===== src/rtl/lprp_div_pipe.sv =====
`timescale 1ns / 1ps

// Restoring divider, one quotient bit per stage; quotient must fit QW bits.
module lprp_div_pipe #(
    parameter int QW    = 6,
    parameter int NW    = 29,
    parameter int DW    = 18,
    parameter int TAG_W = 1
) (
    input  logic             clk,
    input  logic             rst_n,
    input  logic             in_valid,
    input  logic [NW-1:0]    dividend,
    input  logic [DW-1:0]    divisor,
    input  logic [TAG_W-1:0] in_tag,
    output logic             out_valid,
    output logic [QW-1:0]    quotient,
    output logic [TAG_W-1:0] out_tag
);

    localparam int EW = (NW > DW + QW) ? NW : DW + QW;

    logic             vld_reg [QW];
    logic [NW-1:0]    rem_reg [QW];
    logic [DW-1:0]    dvs_reg [QW];
    logic [QW-1:0]    q_reg   [QW];
    logic [TAG_W-1:0] tag_reg [QW];

    for (genvar j = 0; j < QW; j++) begin : g_stage
        logic             vld_in;
        logic [NW-1:0]    rem_in;
        logic [DW-1:0]    dvs_in;
        logic [QW-1:0]    q_in;
        logic [TAG_W-1:0] tag_in;
        logic [EW-1:0]    dsh;
        logic [EW-1:0]    rem_ext;
        logic             take;

        if (j == 0) begin : g_first
            assign vld_in = in_valid;
            assign rem_in = dividend;
            assign dvs_in = divisor;
            assign q_in   = '0;
            assign tag_in = in_tag;
        end else begin : g_next
            assign vld_in = vld_reg[j-1];
            assign rem_in = rem_reg[j-1];
            assign dvs_in = dvs_reg[j-1];
            assign q_in   = q_reg[j-1];
            assign tag_in = tag_reg[j-1];
        end

        assign dsh     = EW'(dvs_in) << (QW - 1 - j);
        assign rem_ext = EW'(rem_in);
        assign take    = (rem_ext >= dsh);

        always_ff @(posedge clk or negedge rst_n) begin
            if (!rst_n) begin
                vld_reg[j] <= 1'b0;
            end else begin
                vld_reg[j] <= vld_in;
            end
        end

        always_ff @(posedge clk) begin
            rem_reg[j] <= take ? NW'(rem_ext - dsh) : rem_in;
            dvs_reg[j] <= dvs_in;
            q_reg[j]   <= (q_in << 1) | QW'(take);
            tag_reg[j] <= tag_in;
        end
    end

    assign out_valid = vld_reg[QW-1];
    assign quotient  = q_reg[QW-1];
    assign out_tag   = tag_reg[QW-1];

endmodule


===== config.mk =====
export PLATFORM = sky130hd
export DESIGN_NAME = lprp_div_pipe
export DESIGN_NICKNAME = d
export VERILOG_FILES = /design/src/rtl/lprp_div_pipe.sv
export SDC_FILE = /design/constraint.sdc
export NUM_CORES = 1
export LEC_CHECK = 0
export ABC_AREA = 1
export BUFFER_PORTS_ARGS = -buffer_cell sky130_fd_sc_hd__buf_2
export CAP_MARGIN = 15
export CORE_AREA = 2 2 254 256
export DETAILED_ROUTE_END_ITERATION = 7
export DIE_AREA = 0 0 256 258
export PLACE_DENSITY_LB_ADDON = 0.12
export SLEW_MARGIN = 25
export SYNTH_ARGS = -nofsm -noshare
export SYNTH_HDL_FRONTEND = slang
export SYNTH_SLANG_ARGS = --single-unit

===== constraint.sdc =====
create_clock -name clk -period 4.75 [get_ports clk]
set_clock_uncertainty 0.15 [all_clocks]
set_input_delay 0 -clock clk [delete_from_list [all_inputs] [get_ports clk]]
set_output_delay 0 -clock clk [all_outputs]
set_load 0.005 [all_outputs]

Word-level counts from Yosys, hierarchy flattened
Memory sizes are Yosys's and may differ from the RTL's.
Cells that the tools add are included.

operators by class
  order comparisons = 6
  add/subtract/negate cells = 6
  bitwise logic cells = 5
  mux-type cells = 6

operators by type and width
  kind                                                            count
  29-bit two-way mux                                              6
  6-bit by 1-bit bitwise OR with 6-bit output                     5
  29-bit by 18-bit greater-or-equal comparator with 1-bit output  1
  29-bit by 19-bit greater-or-equal comparator with 1-bit output  1
  29-bit by 20-bit greater-or-equal comparator with 1-bit output  1
  29-bit by 21-bit greater-or-equal comparator with 1-bit output  1
  29-bit by 22-bit greater-or-equal comparator with 1-bit output  1
  29-bit by 23-bit greater-or-equal comparator with 1-bit output  1
  29-bit by 18-bit subtractor with 29-bit output                  1
  29-bit by 19-bit subtractor with 29-bit output                  1
  29-bit by 20-bit subtractor with 29-bit output                  1
  29-bit by 21-bit subtractor with 29-bit output                  1
  29-bit by 22-bit subtractor with 29-bit output                  1
  29-bit by 23-bit subtractor with 29-bit output                  1

storage, ports and cells
  bits in registers = 6
  output and inout port bits = 8
  memories = 4
  input port bits = 51
  bits in writable memories = 324
  logic and storage cells = 33

memories
  memory   words  bits a word  rd ports  clocked after memory_dff  write ports  line  source
  rem_reg  6      29           5         0                         6            24    logic [NW-1:0] rem_reg [QW];
  dvs_reg  6      18           5         0                         6            25    logic [DW-1:0] dvs_reg [QW];
  q_reg    6      6            6         0                         6            26    logic [QW-1:0] q_reg [QW];
  tag_reg  6      1            6         0                         6            27    logic [TAG_W-1:0] tag_reg [QW];

Depth between registers and ports, before layout
An unclocked memory read counts as a cell.

  depth in word-level cells = 3
  mapped depth = 15
  gate-level depth less buffers = 13

Least setup slack after synthesis
No wires, ideal clock.

  kind = register to register
  start = memory rem_reg[3][1]
  end = memory rem_reg[4][11]
  buffers on the path = 1
  stages on the path, launching flop included = 14
  data arrival time = 1.791 ns
  setup time = 0.118 ns
  clock period less this slack = 2.059 ns
  data required time = 4.482 ns
  slack = 2.691 ns
  path through = dfxtp_1 -> inv_1 -> ha_1 -> inv_1 -> fa_1 -> nand3_1 -> nand2_2 -> nand3_1 -> nand3_1 -> nand2_1 -> nand2_4 -> inv_2 -> buf_6 -> o21ai_2

RTL lines
  element          line
  start, declared  24

==> metrics.md <==
| Metric | Value |
|---|---|
| CTS Root Cell | `clkbuf_16` |
| Max clock buf depth | `3` |
| Multiplexer area fraction after synthesis | `0` |
| Synth Area in Simple Gates | `0.350` |
| Sum Neg Setup Slack | `0 ns` |
| RePlAce Congestion | `0.860` |
| Post-synth top area cell | `dfxtp_1` |
| Syn Nets | `2557` |
| Postcts setup bufs | `0` |
| # rows | `93` |
| Most numerous cell in the Yosys netlist | `nand2_1` |
| Commonest cells post-synth | `nand2_1 (836), inv_1 (462), dfxtp_1 (262)` |
| H-tree Lvls | `2` |
| Worst EP arrival | `3.54 ns` |
| Initial Util | `0.247` |
| Hold Crit Class | `input port to register` |
| Avg Cell Area, Syn | `roughly 6.6 um2` |
| Pleak | `9.80 nW` |
| Storage cell area | `0.00540 mm2` |
| RSZ-0062 raised after global routing | `no` |
| Largest net degree at the start of global routing | `38` |
| WL final | `between 50000 and 60000 um` |
| Worst-Margin Slew | `0.865 ns` |
| Via count | `14600` |
| Core area | `between 0.06 and 0.07 mm2` |
| Clock Latency Late Sink | `0.58 ns` |
| First-pass GRT wire length | `82400 um` |
| Fmax | `between 300 and 400 MHz` |
| Max FFs per register | `145` |
| Via-to-Cell Ratio | `4.23` |
| Status | `complete, no violations` |
| Boundary pin count | `59` |
| Post-synth EDFFs | `0` |
| Clock Sinks | `268` |
| Slew Limit Fails | `0` |
| Clock transition at path regs | `0.06 ns` |
| Area growth from synthesis to layout | `21.4%` |
| DIE WIDTH | `about 260 um` |
| Ys async rst share | `0.0224` |
| Mapped Area | `0.0157 mm2` |
| Post-synth cell types | `37` |
| Die height | `258 um` |
| GR Overflow Total | `0` |
| Number of max-cap violations | `0` |
| Router iterations before antenna repair | `7` |
| Critical path capture point type | `register` |
| Final Cycle Share | `0.686` |
| Final Setup Violations | `0` |
| Rel. slew slack | `0.422` |
| Largest family of logic cells by synthesized area | `simple AND/OR/NAND/NOR gates` |
| Synth Instances | `2393` |
| Avg WL per Cell | `15.3 um` |
| Final Hold Vio Count | `0` |
| Post-DRT Antenna Nets | `0` |
| I/O Buffers | `58` |
| Max VDD drop | `~270 uV` |
| HPWL Detailed | `about 44000 um` |
| Initial antenna violation count | `0` |
| CTS tree | `done` |
| Post-CTS Resized | `0` |
| Main flop type after synthesis | `dfxtp_1` |
| CTS Buf Count | `37` |
| Initial DRC count | `638` |
| Minimum clock period | `3.26 ns` |
| Die Area | `0.0660 mm2` |
| Nets | `2724` |
| Area of the multi-input gates | `around 0.0084 mm2` |
| Post-synthesis compound-gate area fraction | `0.0606` |
| Gr usage total | `0.161` |
| Startpoint Class | `input port` |
| Post-Synth Adder-Cell Area | `0.0923` |
| Critical path data required time | `roughly 5.0 ns` |
| Sequential cell area fraction in the yosys report | `0.343` |
| Power Density | `551 mW/mm2` |
| Proportion of layout cells with a drive suffix above 1 | `0.0781` |
| DRC Markers | `0` |
| Xor/xnor share of the synthesized area | `0.0317` |
| Synth Register Bits | `268` |
| Vias in the first global route | `15100` |
| Synth area leaders | `dfxtp_1 (33%), nand2_1 (20%), inv_1 (11%), ha_1 (8.6%), nand3_1 (4.8%)` |
| YS warnings | `0` |
| CP Class | `input port to register` |
| Post-synth top area share | `0.333` |
| Hold Worst Slack | `0.0354 ns` |
| # fillers | `around 7100` |
| Crit path max fanout | `14` |
## worst paths after layout
check / to / slack, ns / cells past startpoint / from
worst max-delay path: rem_reg[0][28]$_DFF_P_ / 1.49 / 15 / dividend[5]
worst min-delay path: rem_reg[0][22]$_DFF_P_ / 0.04 / 4 / dividend[22]
worst max register to register: rem_reg[2][17]$_DFF_P_ / 1.88 / 10 / rem_reg[1][12]$_DFF_P_
worst min register to register: q_reg[2][2]$_DFF_P_ / 0.15 / 0 / q_reg[1][1]$_DFF_P_
max in group asynchronous: g_stage[5].vld_in$_DFF_PN0_ / 4.01 / 3 / rst_n
min in group asynchronous: out_valid$_DFF_PN0_ / 0.23 / 3 / rst_n
## area by class of cell
cell class | count | share of cell area
clock buffer | 44 | 0.0514
multi-input combinational | 1639 | 0.441
tap | 855 | 0.0560
antenna | 1 | 0.000131
sequential | 268 | 0.283
timing repair buffer | 146 | 0.0612
clock inverter | 23 | 0.0161
inverter | 468 | 0.0920
## critical path, cell delays in order
cell and delay (ns):
dlygate4sd3_1 0.54, buf_2 0.12, inv_1 0.06, ha_1 0.17
inv_1 0.08, fa_1 0.43, nand2_1 0.09, nand3_1 0.10
nand3_1 0.10, nand2_1 0.12, nand3_1 0.11, nand4_1 0.67
nand3_1 0.26, nand2_1 0.09, dlygate4sd3_1 0.58
## where the power goes
group	switching, mW	leakage, nW	internal (mW)	total, mW
Sequential	0.422	2.27	2.78	3.21
Clock	1.14	0.633	1.78	2.92
Combinational	2.80	6.90	1.60	4.40
Total	4.36	9.80	6.16	10.5
## stage by stage
step           total power, mW  cell area (um2)  cells  setup slack [ns]   util
2_1_floorplan             6.31            15700   2393              2.69      -
3_3_place_gp              7.63            16900   3289              1.80  0.266
3_5_place_dp              7.64            16900   3289              1.82  0.266
4_1_cts                   10.7            19100   3443              1.38  0.300
5_1_grt                   11.4            19100   3443              1.20  0.300
6_report                  10.5            19100   3444              1.49  0.300
## layout by cell type, fill, tap and decap left out, types with 19 or more instances in the layout
master,instances
o21ai_0,32
ha_1,108
dlygate4sd3_1,87
a21oi_1,68
nand4_1,45
nand3b_1,21
xnor2_1,40
clkbuf_16,37
dfxtp_1,262
nor2_1,188
o21ai_2,19
o21ai_1,20
buf_2,58
inv_1,462
nand2_1,836
nand3_1,152
## routing by layer
layer,wire length [um],global-route usage
met1,22600,0.182
met2,26600,0.305
met3,1640,0.0232
met4,1750,0.0570
met5,0,0
## what timing repair did
| item | 4_1_cts | 5_1_grt |
|---|---|---|
| hold endpoints to repair | 55 | 0 |
| setup endpoints to repair | 0 | 0 |
| hold buffers | 87 | 0 |
## kinds of logic (layout without fill, tap and decap cells)
logic type | Yosys count | in the layout
AO/OA/AOI/OAI | 161 | 161
AND/OR/NAND/NOR | 1308 | 1308
buffers and inverters | 486 | 681
XOR/XNOR | 57 | 57
other | 0 | 1
flip-flops | 268 | 268
adder cells (fa/ha/maj) | 113 | 113
Power figures use the tool's default switching activity.
