--- config.mk ---
export PLATFORM = sky130hd
export DESIGN_NAME = lprp_sqrt_pipe
export DESIGN_NICKNAME = d
export VERILOG_FILES = /design/src/rtl/lprp_pkg.sv /design/src/rtl/lprp_sqrt_pipe.sv
export SDC_FILE = /design/constraint.sdc
export NUM_CORES = 2
export LEC_CHECK = 0
export ABC_AREA = 0
export CAP_MARGIN = 20
export CORE_MARGIN = 2
export CORE_UTILIZATION = 50
export CTS_BUF_LIST = sky130_fd_sc_hd__clkbuf_8 sky130_fd_sc_hd__clkbuf_16
export DETAILED_ROUTE_END_ITERATION = 6
export DONT_BUFFER_PORTS = 1
export SYNTH_ARGS = -nofsm -noshare
export SYNTH_HDL_FRONTEND = slang
export SYNTH_SLANG_ARGS = --single-unit
--- constraint.sdc ---
create_clock -name clk -period 4.2 [get_ports clk]
set_clock_uncertainty 0.2 [all_clocks]
set_input_delay 0.21 -clock clk [delete_from_list [all_inputs] [get_ports clk]]
set_output_delay 0.21 -clock clk [all_outputs]
set_load 0.005 [all_outputs]
--- src/rtl/lprp_pkg.sv ---
`timescale 1ns / 1ps

package lprp_pkg;

    // Field types
    typedef struct packed {
        logic signed [19:0] x_mm;
        logic signed [19:0] y_mm;
        logic signed [19:0] z_mm;
    } point_t;

    typedef struct packed {
        logic [9:0]  column;
        logic [5:0]  row;
        logic [15:0] range_cm;
    } pixel_t;

    // Image size defaults
    localparam int IMAGE_WIDTH_DEFAULT  = 1024;
    localparam int IMAGE_HEIGHT_DEFAULT = 64;

    // Register indexes
    localparam logic REG_MIN_ELEVATION = 1'b0;
    localparam logic REG_MAX_ELEVATION = 1'b1;

    localparam logic signed [15:0] MIN_ELEVATION_RESET = -16'sd4289;
    localparam logic signed [15:0] MAX_ELEVATION_RESET = 16'sd4289;

    // Angle formats: output angles in 2^-14 rad, CORDIC accumulator in 2^-16 rad
    localparam int ANG_W        = 17;
    localparam int ANG_PI       = 51472;
    localparam int ANG_HALF_PI  = 25736;
    localparam int ACC_W        = 19;
    localparam int FINE_HALF_PI = 102944;
    localparam int CORDIC_STEPS = 16;
    localparam int CORDIC_W     = 34;

    localparam logic signed [ACC_W-1:0] ATAN_TAB [CORDIC_STEPS] = '{
        19'sd51472, 19'sd30386, 19'sd16055, 19'sd8150,
        19'sd4091,  19'sd2047,  19'sd1024,  19'sd512,
        19'sd256,   19'sd128,   19'sd64,    19'sd32,
        19'sd16,    19'sd8,     19'sd4,     19'sd2
    };

    // Root width: radicand is 56 bits (horizontal sum of squares << 16)
    localparam int SQRT_N = 28;

    // floor(s / 10) = (s * DIV10_M) >> DIV10_K, exact for s < 2^20
    localparam logic [19:0] DIV10_M = 20'd838861;
    localparam int          DIV10_K = 23;

endpackage

--- src/rtl/lprp_sqrt_pipe.sv ---
`timescale 1ns / 1ps

// Integer square root, one root bit per stage.
module lprp_sqrt_pipe #(
    parameter int N     = lprp_pkg::SQRT_N,
    parameter int TAG_W = 1
) (
    input  logic               clk,
    input  logic               rst_n,
    input  logic               in_valid,
    input  logic [2*N-1:0]     radicand,
    input  logic [TAG_W-1:0]   in_tag,
    output logic               out_valid,
    output logic [N-1:0]       root,
    output logic [TAG_W-1:0]   out_tag
);

    logic             vld_reg  [N];
    logic [N-1:0]     root_reg [N];
    logic [N+1:0]     rem_reg  [N];
    logic [2*N-1:0]   rad_reg  [N];
    logic [TAG_W-1:0] tag_reg  [N];

    for (genvar j = 0; j < N; j++) begin : g_stage
        logic             vld_in;
        logic [N-1:0]     root_in;
        logic [N+1:0]     rem_in;
        logic [2*N-1:0]   rad_in;
        logic [TAG_W-1:0] tag_in;
        logic [N+1:0]     cand;
        logic [N+1:0]     trial;
        logic             take;

        if (j == 0) begin : g_first
            assign vld_in  = in_valid;
            assign root_in = '0;
            assign rem_in  = '0;
            assign rad_in  = radicand;
            assign tag_in  = in_tag;
        end else begin : g_next
            assign vld_in  = vld_reg[j-1];
            assign root_in = root_reg[j-1];
            assign rem_in  = rem_reg[j-1];
            assign rad_in  = rad_reg[j-1];
            assign tag_in  = tag_reg[j-1];
        end

        // remainder stays below 2^N before the next pair is brought down
        assign cand  = {rem_in[N-1:0], rad_in[2*N-1 -: 2]};
        assign trial = {root_in, 2'b01};
        assign take  = (cand >= trial);

        always_ff @(posedge clk or negedge rst_n) begin
            if (!rst_n) begin
                vld_reg[j] <= 1'b0;
            end else begin
                vld_reg[j] <= vld_in;
            end
        end

        always_ff @(posedge clk) begin
            root_reg[j] <= (root_in << 1) | N'(take);
            rem_reg[j]  <= take ? (cand - trial) : cand;
            rad_reg[j]  <= rad_in << 2;
            tag_reg[j]  <= tag_in;
        end
    end

    assign out_valid = vld_reg[N-1];
    assign root      = root_reg[N-1];
    assign out_tag   = tag_reg[N-1];

endmodule

== Yosys cells after proc, flatten, opt, wreduce, memory -nomap -nowiden ==
Memories as Yosys holds them, arrays and structs flattened.
Index checks and enable logic that the tools add are counted.

* Memory bits (writable): 3164
* Flip-flop bits (word level): 28
* Word-level logic and storage cells: 143
* Bits of input ports: 60
* Memories kept: 4
* Output and inout port bits: 30

{| class="wikitable"
|+ Memory list
! memory !! depth !! width !! rd ports !! clocked after memory_dff !! wr ports !! line !! RTL
|-
| rad_reg || 28 || 54 || 27 || 0 || 28 || lprp_sqrt_pipe.sv:21 || <nowiki>logic [2*N-1:0] rad_reg [N];</nowiki>
|-
| rem_reg || 28 || 30 || 27 || 0 || 28 || lprp_sqrt_pipe.sv:20 || <nowiki>logic [N+1:0] rem_reg [N];</nowiki>
|-
| root_reg || 28 || 28 || 28 || 0 || 28 || lprp_sqrt_pipe.sv:19 || <nowiki>logic [N-1:0] root_reg [N];</nowiki>
|-
| tag_reg || 28 || 1 || 28 || 0 || 28 || lprp_sqrt_pipe.sv:22 || <nowiki>logic [TAG_W-1:0] tag_reg [N];</nowiki>
|}

* Order comparisons: 28
* Bitwise gates (word level): 27
* Add/subtract/negate cells: 28
* Mux-type cells: 28

{| class="wikitable"
|+ Operators by type and width
! cell !! count
|-
| 30-bit two-way mux || 28
|-
| 30-bit greater-or-equal comparator || 27
|-
| 30-bit subtractor || 27
|-
| 28-bit by 1-bit OR with 28-bit output || 27
|-
| 2-bit by 1-bit subtractor with 3-bit output (second input constant) || 1
|-
| 2-bit by 1-bit greater-or-equal comparator with 1-bit output (second input constant) || 1
|}

== Logic depth before layout (Yosys ltp) ==
An unclocked memory read counts as a cell.

* Depth in word-level cells: 3
* Gate-level depth with buffers: 14
* Gate-level depth less buffers: 12

== Worst setup path after synthesis ==
Ideal clock, no wire load.

* Path kind: register to register
* Start point: memory root_reg[25][0] in the netlist's numbering
* End point: memory rem_reg[26][21] in the netlist's numbering
* Buffers on the path: 2
* Library setup time: 0.121 ns
* Setup slack: 0.905 ns
* Stages on the path, launching flop included: 14
* Period minus slack after synthesis: 3.295 ns
* Arrival: 2.975 ns
* Data required time: 3.879 ns
* Cells stage by stage: dfxtp_1 inv_1 ha_1 nor2b_1 o2111ai_1 a31oi_1 a31oi_1 o21ai_0 a21boi_0 o21a_1 o21ai_0 buf_4 buf_4 mux2_2

{| class="wikitable"
|+ RTL lines
! what !! line
|-
| start, declared || lprp_sqrt_pipe.sv:19
|-
| end, declared || lprp_sqrt_pipe.sv:20
|}

==> metrics.txt <==
Final TNS setup 0 ns; hold-critical path depth 0; top cell type's share of synthesized area 0.545; worst setup path class register to register; Core Area 0.139 sq mm; count leader, synth dfxtp_1; detailed placement HPWL 107000 um; flops & latches, synth 1937; critical-path cell list inv_1 > ha_1 > nor2b_1 > o2111ai_1 > a31oi_1 > a31oi_1 > o21ai_0 > a21boi_0 > o21a_1 > o21ai_2 > buf_4 > mux2_2; total number of vias 46200; Min-Delay Path Class register to register; die height 378 um; first-pass GRT wire length 231000 um; die area 0.143 sq mm; Slowest Stage Delay on Critical Path 0.44 ns; main combinational cell family by area after synthesis compound AO/OA/AOI/OAI gates; reg2reg path depth 12; Critical Path RT 4.67 ns; Final setup viols 0; Syn Area/Cell 10.3 sq um; cell family with most CP delay compound AO/OA/AOI/OAI gates; Hold Fails Final Rpt 0; Via density 5.12; Synth warnings 0; sequential share of the synthesized area 0.555; Clock Sinks 1937; Leakage 38.0 nW; CTS buffer count 187; antenna violations before repair 2; post-synthesis cell count 6778; area leader, netlist dfxtp_1; fin cells 9030; DRT iter0 DRCs 2268; largest net degree at the start of global routing 46; Final ANT Viol Nets 0; Final Cycle Share 0.912; Die W 378 um; Post-synth EDFFs 0; Post-Synth XOR/XNOR Area 0.0725; unrepaired setup endpoints after global routing false; Post-CTS Setup Repair Bufs 0; Mapped Nets 7274; min Tclk post-route 3.83 ns; Simple-Gate Fraction of Synth Area 0.120; IO Pins 90; Most used DFF post-synth dfxtp_1; Initial Utilization 0.503; gpl congestion 0.875; Hold Slack 0.106 ns; status completed; layout cells sized above 1 0.0713; gr usage total 0.199; CP bufs+invs 2; placement row count 137; top cells by area, synth dfxtp_1 55%, ha_1 7.8%, xnor2_1 4.0%; placed insts 8561; Yosys cell types 88; Worst-path clk slew 0.06 ns; Synth Area in Adders 0.0779; top cell types by occurrence after synthesis 1909 x dfxtp_1, 560 x inv_1, 436 x ha_1; complex-gate fraction of the synthesized area 0.122; CP startpoint kind register; largest fanout on the critical path 29; number of global-route vias before repair 45500; Final Max Slew Viols 0; Resized cells post-CTS 0; CTS tree done; DR pass1 iterations 7; CTS root buffer clkbuf_16; CTS Buffer Depth 3; max FFs per register 756; drt total wl 143000 um; CP endpoint kind register; Overflow after GRT 0; Mapped Area 0.0701 sq mm; fin util 0.576; Async S/R FF share, synth 0.0145; final worst slack 0.369 ns; CP dominant cell by count a31oi_1; power per cell area 614 mW/mm^2; fmax 261 MHz; Port Buffer Count 0; # DRC 0; final-stage net count 7492; max-cap check violation count 0; dpl ws 0.435 ns; CTS H-tree depth 4; Least-Margin Pin Slew 0.800 ns; critical path depth 12; clk_lat worst skew 0.81 ns; peak supply drop 0.396 mV; Crit-path slowest cell a31oi_1; # hold bufs at CTS 122; mux contribution to synthesized area 0.0151; P&R area growth vs syn 14.6%; routed len/inst 15.9 um; CP arrival 4.30 ns; Slew HR 0.453
==> report_power, final <==
| part | internal [mW] | switching, mW |
|---|---|---|
| logic | 3.83 | 4.42 |
| clock network | 10.4 | 7.10 |
| registers | 21.4 | 2.18 |
| total | 35.6 | 13.7 |
==> final cells by class <==
cell class                 count  area, sq um
multi-input combinational   4148        28600
timing repair buffer         158         1570
inverter                     564         2120
fill                       12100        59100
tap                         1876         2350
clock buffer                 225         5250
clock inverter               121         1470
antenna                        1         2.50
sequential                  1937        38900
==> worst register-to-register path: cells and delay by family (launching register included) <==
family                     cells  cell delay, ns
AOI/OAI and AO/OA              7            1.81
adders and majority gates      1            0.33
muxes                          1            0.41
and+or+nand+nor                1            0.19
buffers and inverters          2            0.43
DFF                            1            0.33
==> kinds of logic after synthesis <==
group,count (synthesis)
compound gates,1353
other cells,1
fa+ha+maj,436
mux,95
simple gates,1683
flops,1937
xor+xnor,580
buf+inv,693
==> stage by stage <==
stage	area (sq um)	total power [mW]
after global routing	80300	51.9
after global placement	72300	32.0
final	80300	49.3
after CTS	80300	49.9
after floorplan	70100	29.5
after detailed placement	72300	32.1
==> cells in the final DEF, fill, tap and decap left out, types with 68 or more instances in the layout <==
cell,netlist,final
dfxtp_1,1909,1909
inv_1,560,591
ha_1,436,436
nand2_1,431,431
nor2_1,392,390
a21oi_1,375,374
o21ai_0,331,330
xnor2_1,323,323
xor2_1,257,257
a21o_1,196,196
clkbuf_16,0,191
nor3_1,172,171
dlygate4sd3_1,0,120
nand3_1,110,110
o21a_1,85,85
mux2_2,85,85
nand4_1,83,83
nor4_1,72,72
nand2b_1,68,68
==> final timing paths <==
kind | start | endpoint | slack (ns)
max in group asynchronous | rst_n | g_stage[19].vld_in$_DFF_PN0_ | 3.37
worst min register to register | rad_reg[1][210]$_DFF_P_ | rad_reg[1][266]$_DFF_P_ | 0.11
min in group asynchronous | rst_n | g_stage[6].vld_in$_DFF_PN0_ | 0.29
worst max register to register | root_reg[25][0]$_DFF_P_ | rem_reg[26][23]$_DFF_P_ | 0.37
worst max-delay path | root_reg[25][0]$_DFF_P_ | rem_reg[26][23]$_DFF_P_ | 0.37
worst min-delay path | rad_reg[1][210]$_DFF_P_ | rad_reg[1][266]$_DFF_P_ | 0.11
==> per-layer routing <==
metal | track usage | share of wire | vias to the layer above | wire, um
met5 | 0 | 0 | - | 0
met4 | 0.0710 | 0.030 | 0 | 4350
met3 | 0.0315 | 0.038 | 274 | 5390
met2 | 0.355 | 0.49 | 829 | 70600
met1 | 0.243 | 0.44 | 21400 | 62900
li1 | - | - | 23700 | -
Note: power is estimated with default switching activity, not from simulation.
