$ cat config.mk
export PLATFORM = sky130hd
export DESIGN_NAME = lprp_cordic_pipe
export DESIGN_NICKNAME = d
export VERILOG_FILES = /design/src/rtl/lprp_pkg.sv /design/src/rtl/lprp_cordic_pipe.sv
export SDC_FILE = /design/constraint.sdc
export NUM_CORES = 2
export LEC_CHECK = 0
export BUFFER_PORTS_ARGS = -buffer_cell sky130_fd_sc_hd__buf_4
export CORE_ASPECT_RATIO = 0.6
export CORE_MARGIN = 2
export CORE_UTILIZATION = 50
export DETAILED_ROUTE_END_ITERATION = 6
export MAX_ROUTING_LAYER = met4
export PLACE_DENSITY = 0.68
export SLEW_MARGIN = 15
export SYNTH_ARGS = -nofsm -noshare
export SYNTH_HDL_FRONTEND = slang
export SYNTH_SLANG_ARGS = --single-unit
$ cat constraint.sdc
create_clock -name clk -period 7.3 [get_ports clk]
set_clock_uncertainty 0.15 [all_clocks]
set_input_delay 1.46 -clock clk [delete_from_list [all_inputs] [get_ports clk]]
set_output_delay 1.46 -clock clk [all_outputs]
set_load 0.005 [all_outputs]
$ cat src/rtl/lprp_pkg.sv
`timescale 1ns / 1ps

package lprp_pkg;

    // Field types
    typedef struct packed {
        logic signed [19:0] x_mm;
        logic signed [19:0] y_mm;
        logic signed [19:0] z_mm;
    } point_t;

    typedef struct packed {
        logic [9:0]  column;
        logic [5:0]  row;
        logic [15:0] range_cm;
    } pixel_t;

    // Image size defaults
    localparam int IMAGE_WIDTH_DEFAULT  = 1024;
    localparam int IMAGE_HEIGHT_DEFAULT = 64;

    // Register indexes
    localparam logic REG_MIN_ELEVATION = 1'b0;
    localparam logic REG_MAX_ELEVATION = 1'b1;

    localparam logic signed [15:0] MIN_ELEVATION_RESET = -16'sd4289;
    localparam logic signed [15:0] MAX_ELEVATION_RESET = 16'sd4289;

    // Angle formats: output angles in 2^-14 rad, CORDIC accumulator in 2^-16 rad
    localparam int ANG_W        = 17;
    localparam int ANG_PI       = 51472;
    localparam int ANG_HALF_PI  = 25736;
    localparam int ACC_W        = 19;
    localparam int FINE_HALF_PI = 102944;
    localparam int CORDIC_STEPS = 16;
    localparam int CORDIC_W     = 34;

    localparam logic signed [ACC_W-1:0] ATAN_TAB [CORDIC_STEPS] = '{
        19'sd51472, 19'sd30386, 19'sd16055, 19'sd8150,
        19'sd4091,  19'sd2047,  19'sd1024,  19'sd512,
        19'sd256,   19'sd128,   19'sd64,    19'sd32,
        19'sd16,    19'sd8,     19'sd4,     19'sd2
    };

    // Root width: radicand is 56 bits (horizontal sum of squares << 16)
    localparam int SQRT_N = 28;

    // floor(s / 10) = (s * DIV10_M) >> DIV10_K, exact for s < 2^20
    localparam logic [19:0] DIV10_M = 20'd838861;
    localparam int          DIV10_K = 23;

endpackage

$ cat src/rtl/lprp_cordic_pipe.sv
`timescale 1ns / 1ps

// Vectoring CORDIC: angle of (re, im), quadrant fold, one rotation per stage,
// then rounding to 2^-14 rad and clamping to +-LIM.
module lprp_cordic_pipe #(
    parameter int W     = lprp_pkg::CORDIC_W,
    parameter int LIM   = lprp_pkg::ANG_PI,
    parameter int TAG_W = 1
) (
    input  logic                              clk,
    input  logic                              rst_n,
    input  logic                              in_valid,
    input  logic signed [W-1:0]               re_in,
    input  logic signed [W-1:0]               im_in,
    input  logic [TAG_W-1:0]                  in_tag,
    output logic                              out_valid,
    output logic signed [lprp_pkg::ANG_W-1:0] angle,
    output logic [TAG_W-1:0]                  out_tag
);

    localparam int STEPS = lprp_pkg::CORDIC_STEPS;
    localparam int AW    = lprp_pkg::ACC_W;

    logic                vld_reg [STEPS+1];
    logic signed [W-1:0] re_reg  [STEPS+1];
    logic signed [W-1:0] im_reg  [STEPS+1];
    logic signed [AW-1:0] acc_reg [STEPS+1];
    logic [TAG_W-1:0]    tag_reg [STEPS+1];

    logic signed [W-1:0]  re0_next;
    logic signed [W-1:0]  im0_next;
    logic signed [AW-1:0] acc0_next;

    // fold the left half plane onto the right
    always_comb begin
        re0_next  = re_in;
        im0_next  = im_in;
        acc0_next = '0;
        if (re_in < 0) begin
            if (im_in >= 0) begin
                re0_next  = im_in;
                im0_next  = -re_in;
                acc0_next = AW'(lprp_pkg::FINE_HALF_PI);
            end else begin
                re0_next  = -im_in;
                im0_next  = re_in;
                acc0_next = -AW'(lprp_pkg::FINE_HALF_PI);
            end
        end
    end

    always_ff @(posedge clk or negedge rst_n) begin
        if (!rst_n) begin
            vld_reg[0] <= 1'b0;
        end else begin
            vld_reg[0] <= in_valid;
        end
    end

    always_ff @(posedge clk) begin
        re_reg[0]  <= re0_next;
        im_reg[0]  <= im0_next;
        acc_reg[0] <= acc0_next;
        tag_reg[0] <= in_tag;
    end

    for (genvar i = 0; i < STEPS; i++) begin : g_step
        logic signed [W-1:0] dre;
        logic signed [W-1:0] dim;

        assign dre = im_reg[i] >>> i;
        assign dim = re_reg[i] >>> i;

        always_ff @(posedge clk or negedge rst_n) begin
            if (!rst_n) begin
                vld_reg[i+1] <= 1'b0;
            end else begin
                vld_reg[i+1] <= vld_reg[i];
            end
        end

        always_ff @(posedge clk) begin
            if (im_reg[i] >= 0) begin
                re_reg[i+1]  <= re_reg[i] + dre;
                im_reg[i+1]  <= im_reg[i] - dim;
                acc_reg[i+1] <= acc_reg[i] + lprp_pkg::ATAN_TAB[i];
            end else begin
                re_reg[i+1]  <= re_reg[i] - dre;
                im_reg[i+1]  <= im_reg[i] + dim;
                acc_reg[i+1] <= acc_reg[i] - lprp_pkg::ATAN_TAB[i];
            end
            tag_reg[i+1] <= tag_reg[i];
        end
    end

    // round half up to 2^-14, clamp
    logic signed [AW-1:0] rnd;
    logic signed [AW-1:0] clamped;
    logic                 out_vld_reg;
    logic signed [lprp_pkg::ANG_W-1:0] angle_reg;
    logic [TAG_W-1:0]     out_tag_reg;

    always_comb begin
        rnd = (acc_reg[STEPS] + AW'(2)) >>> 2;
        if (rnd > AW'(LIM)) begin
            clamped = AW'(LIM);
        end else if (rnd < -AW'(LIM)) begin
            clamped = -AW'(LIM);
        end else begin
            clamped = rnd;
        end
    end

    always_ff @(posedge clk or negedge rst_n) begin
        if (!rst_n) begin
            out_vld_reg <= 1'b0;
        end else begin
            out_vld_reg <= vld_reg[STEPS];
        end
    end

    always_ff @(posedge clk) begin
        angle_reg   <= lprp_pkg::ANG_W'(clamped);
        out_tag_reg <= tag_reg[STEPS];
    end

    assign out_valid = out_vld_reg;
    assign angle     = angle_reg;
    assign out_tag   = out_tag_reg;

endmodule

# Yosys cells after proc, flatten, opt, wreduce, memory -nomap -nowiden
# Memory sizes are Yosys's and may differ from the RTL's. A register that Yosys moved wholly into a read port is not among the register bits.
# Index checks and enable logic that the tools add are counted.
[classes]
reduce_logical = 1
mux = 103
add_sub_neg = 98
bitwise_logic = 48
order_cmp = 20
[op_table]
columns = ["operator", "count"]
rows = [
  ["$mux W34", 36],
  ["$ge A34 B1 Y1 const B", 17],
  ["$mux W19", 18],
  ["$add A34 B19 Y34", 2],
  ["$add A34 B20 Y34", 2],
  ["$add A34 B21 Y34", 2],
  ["$add A34 B22 Y34", 2],
  ["$add A34 B23 Y34", 2],
  ["$add A34 B24 Y34", 2],
  ["$add A34 B25 Y34", 2],
  ["$add A34 B26 Y34", 2],
  ["$add A34 B27 Y34", 2],
  ["$add A34 B28 Y34", 2],
  ["$add A34 B29 Y34", 2],
  ["$add A34 B30 Y34", 2],
  ["$add A34 B31 Y34", 2],
  ["$add A34 B32 Y34", 2],
  ["$add A34 B33 Y34", 2],
  ["$neg A34 Y34", 2],
  ["$sub A34 B19 Y34", 2],
  ["$sub A34 B20 Y34", 2],
  ["$sub A34 B21 Y34", 2],
  ["$sub A34 B22 Y34", 2],
  ["$sub A34 B23 Y34", 2],
  ["49 further kinds", 157],
]
[word_totals]
output_inout_bits = 19
ff_bits = 35
mem_count = 4
word_cells = 294
ram_bits = 1496
[mem_list]
columns = ["memory", "depth", "word_bits", "read_ports", "rd_ports_with_merged_regs", "write_ports", "line_no", "text"]
rows = [
  ["im_reg", 17, 34, 16, 0, 17, "lprp_cordic_pipe.sv:26", "logic signed [W-1:0] im_reg [STEPS+1];"],
  ["re_reg", 17, 34, 16, 0, 17, "lprp_cordic_pipe.sv:25", "logic signed [W-1:0] re_reg [STEPS+1];"],
  ["acc_reg", 17, 19, 17, 0, 17, "lprp_cordic_pipe.sv:27", "logic signed [AW-1:0] acc_reg [STEPS+1];"],
  ["tag_reg", 17, 1, 17, 1, 17, "lprp_cordic_pipe.sv:28", "logic [TAG_W-1:0] tag_reg [STEPS+1];"],
]

# Logic depth before layout (Yosys ltp)
# An unclocked memory read counts as a cell.
[logic_depth]
word_depth = 5
mapped_depth = 21
ltp_nobuf = 21

# Worst setup path before layout
# No wires, ideal clock.
[synth_path]
path_kind = "flip-flop to flip-flop"
from = "memory re_reg[9][12] (netlist bit)"
to = "memory im_reg[10][33] (netlist bit)"
setup_ps = 120
stages_incl_launch_ff = 21
synth_period_minus_slack_ps = 4904
path_slack_ps = 2396
arrival_time_ps = 4634
path_buffers = 0
path_cell_list = "dfxtp_1 > or3_1 > nor2_1 > nand2_1 > or2_2 > or3_1 > or3_1 > o41ai_1 > xor2_1 > ha_1 > a21o_1 > a21o_1 > a21oi_1 > nand3_1 > nor3b_1 > o31ai_1 > a21o_1 > a21o_1 > a221o_1 > a21oi_1 > xnor2_1"
[synth_lines]
columns = ["item", "line_no"]
rows = [
  ["start: declaration", "lprp_cordic_pipe.sv:25"],
  ["end: declaration", "lprp_cordic_pipe.sv:26"],
]

==> parameters.txt <==
Parameter                              Value

Worst setup path
  Crit Reg-Reg Startpoint    re_reg[9][12]
  Element type at the critical path start    flop
  Nature of the critical path endpoint    flop
  CP required    7840 ps
  Critical Path Fanout Max    6
  Cell family with most CP delay    simple AND/OR/NAND/NOR gates
  Critical Path Max Stage Delay    roughly 500 ps
  Critical path arrival    around 6400 ps
  Crit path max-delay cell type    or3_1
  CP most frequent cell    a21o_1
  Startpoint-to-endpoint class of the critical path    flop to flop
  Critical Path Source    re_reg[9][12]
  Crit path buffers/inverters    0
  Critical path, cell by cell    or3_1, nor2_1, nand2_1, or2_2, or3_1, or3_1, o41ai_1, xor2_1, ha_1, a21o_1, a21o_1, a21oi_1, nand3_1, nor3b_1, o31ai_1, a21o_1, a21o_1, a221o_1, a21oi_1, xnor2_1

Finish
  Non-filler instance count after layout    14,600
  Finished Core Util    0.548
  Ratio of cells with drive above 1 in the final layout    0.0423
  Post-synthesis to final-layout area growth    9.13%
  Number of flip-flops under the largest register name    approximately 500
  Fillers    18,000
  Final-stage net count    13,100

Clocking
  Clock tree from TritonCTS    built
  Sinks on the clock net    1,343
  # resized after CTS    0
  CTS Root Cell    clkbuf_16
  Clock slew seen by the registers of the worst setup and hold paths    60 ps
  Buffer levels on the longest clock path    4
  Number of buffers created by CTS    150
  Worst skew pair latency    a little over 800 ps
  Number of buffers added to fix hold violations after cts    0
  Postcts setup bufs    0
  Depth of the CTS H-tree    4

GRT
  Number of antenna violations at the first check in global routing    16
  Vias in the first global route    79,900
  GRT Resource Usage Total    0.299
  Leftover overflow at the end of global routing    0
  First-pass GRT wire length    around 460 mm
  Maximum number of pins on one net before global-route repair    a little over 90

Routing
  Final routed wire length divided by cell count    20.7 µm
  Routed via count divided by cell count    5.91
  Length of the first detailed-routing pass in iterations    7
  Detailed router's first-iteration violation count    approximately 8,300
  DRT Wirelength    301 mm
  Routed via count    about 86,000
  DRT antenna net count    0
  Remaining design rule violation count    1

Placed design
  Count of port buffers added during placement    90
  RD Place Congestion    1.05
  Final HPWL from detailed placement    about 250 mm
  Cell count after placement    14,300

Floorplan
  Starting density of the core    0.502
  FP Rows    126
  Die Area    200,000 µm²
  Height of the die    about 350 µm
  Horiz. Die Dim    ~580 µm
  # IOs    91
  Standard cell core area    196,000 µm²

Outcome
  Failing checks    DRC
  Run status    finished with violations

Timing
  Upper clock frequency limit    172 MHz
  Hold Slack    ~170 ps
  Worst max-slew margin expressed relative to the limit    0.0451
  Final min period    about 5800 ps
  Transition at the pin with the smallest max-transition slack    1420 ps
  Setup repair after global routing missed its margin    no
  Hold Violations, Final    0
  Tcrit/Tclk final    0.797
  Setup violators final    0
  Setup total negative slack    0 ps
  Fin. max-slew vios    0

Synthesis
  Synth Cell Area    98,400 µm²
  Async SR Flop Fraction    0.0134
  Netlist cell types    91
  Syn Inst Count    between 10,000 and 15,000
  Count of flip-flops with a built-in enable after synthesis    0
  Main flop type after synthesis    dfxtp_1
  Yosys warns    0
  Synth Register Bits    1,343
  Synthesized area divided by synthesized cell count    8.45 µm²
  Sequential cell area fraction in the yosys report    0.274

Flow run
  Max-cap violation count    0

Min path
  HP Class    flop to flop
  Launch point of the worst hold path    acc_reg[7][2]
[layout by cell type (no fill, tap or decap), types with 487 or more instances in the layout]
| cell type | count |
|---|---|
| dfxtp_1 | 1311 |
| ha_1 | 1226 |
| xnor2_1 | 1084 |
| a21oi_1 | 991 |
| nor2_1 | 910 |
| o21ai_0 | 745 |
| nand2_1 | 685 |
| xor2_1 | 608 |
| inv_1 | 597 |
| a21o_1 | 487 |
[stage by stage]
stage | cell area, µm² | setup WS [ps]
after floorplan | 98700 | 2400
after detailed placement | 102000 | 1670
after global placement | 102000 | 1770
after global routing | 107000 | 1160
after CTS | 107000 | 1630
final | 107000 | 1480
[per-layer routing]
layer  up-vias  track usage  wire [µm]
met5         -            -          0
met4         0       0.0451       4150
met3       321       0.0630      26500
met2      2824        0.408     118000
met1     40800        0.451     152000
li1      42000            -          -
[cells by family after synthesis]
logic type      synth area share
compound gates             0.224
xor+xnor                   0.151
fa+ha+maj                  0.165
buf+inv                   0.0306
flops                      0.274
mux                      0.00347
other cells            0.0000381
simple gates               0.152
[path summary, 6_finish.rpt]
check / cells past startpoint / slack [ps] / endpoint
setup / recovery: 20 / 1480 / im_reg[10][33]
hold / removal: 0 / 170 / acc_reg[8][2]
setup reg to reg: 20 / 1480 / im_reg[10][33]
hold reg to reg: 0 / 170 / acc_reg[8][2]
max in group asynchronous: 1 / 6440 / out_valid
min in group asynchronous: 1 / 360 / vld_reg[10]
[synth_stat cells, types with 15 or more instances]
library cell,number,share of area
clkbuf_1,172,0.0066
o31ai_1,219,0.017
a2111oi_0,15,0.0013
o211ai_1,45,0.0034
or2_2,46,0.0029
mux2i_1,24,0.0024
a211oi_1,96,0.0073
nand2b_1,180,0.011
nand3_1,187,0.0095
xor2_1,608,0.054
nor3_1,220,0.011
o21a_1,187,0.014
o31a_1,20,0.0018
a221oi_1,16,0.0014
nand2_1,685,0.026
ha_1,1226,0.16
and4_1,15,0.0013
o21ai_0,745,0.038
dfrtp_1,18,0.0046
nor4_1,67,0.0043
or4_1,111,0.0085
a21oi_1,991,0.050
or3_1,162,0.010
nor2_1,910,0.035
a21o_1,487,0.037
a21boi_0,54,0.0041
and3_1,92,0.0058
o41ai_1,110,0.0098
buf_1,29,0.0011
nand4_1,85,0.0054
o21bai_1,165,0.013
a31oi_1,76,0.0048
fa_1,44,0.0090
xnor2_1,1085,0.097
a31o_2,18,0.0016
dfxtp_1,1325,0.27
nor3b_1,21,0.0016
o2111ai_1,16,0.0014
nor4b_1,18,0.0016
and2_1,35,0.0022
o41a_1,16,0.0018
nor2b_1,174,0.011
a41oi_1,20,0.0018
inv_1,597,0.023
[layout make-up]
class	instances	area, µm²	share of cell area
multi-input cells	9573	68700	0.640
flip-flops and latches	1343	27000	0.251
clock buffers	179	4100	0.0382
well taps	2624	3280	0.0306
inverters	602	2260	0.0210
clock inverters	83	1040	0.00973
repair buffers	123	923	0.00860
diodes	27	67.6	0.000629
[worst register-to-register path, delay by kind of cell, from the launching register on]
family	cells	cell delay, ps
AOI/OAI and AO/OA	9	2140
DFF	1	350
and+or+nand+nor	8	2450
xor gates and xnor gates	2	290
adders and majority gates	1	320
Power is left out: the tool's default activity adds up to more than one toggle a clock period on the data nets, which glitch-free logic cannot reach.
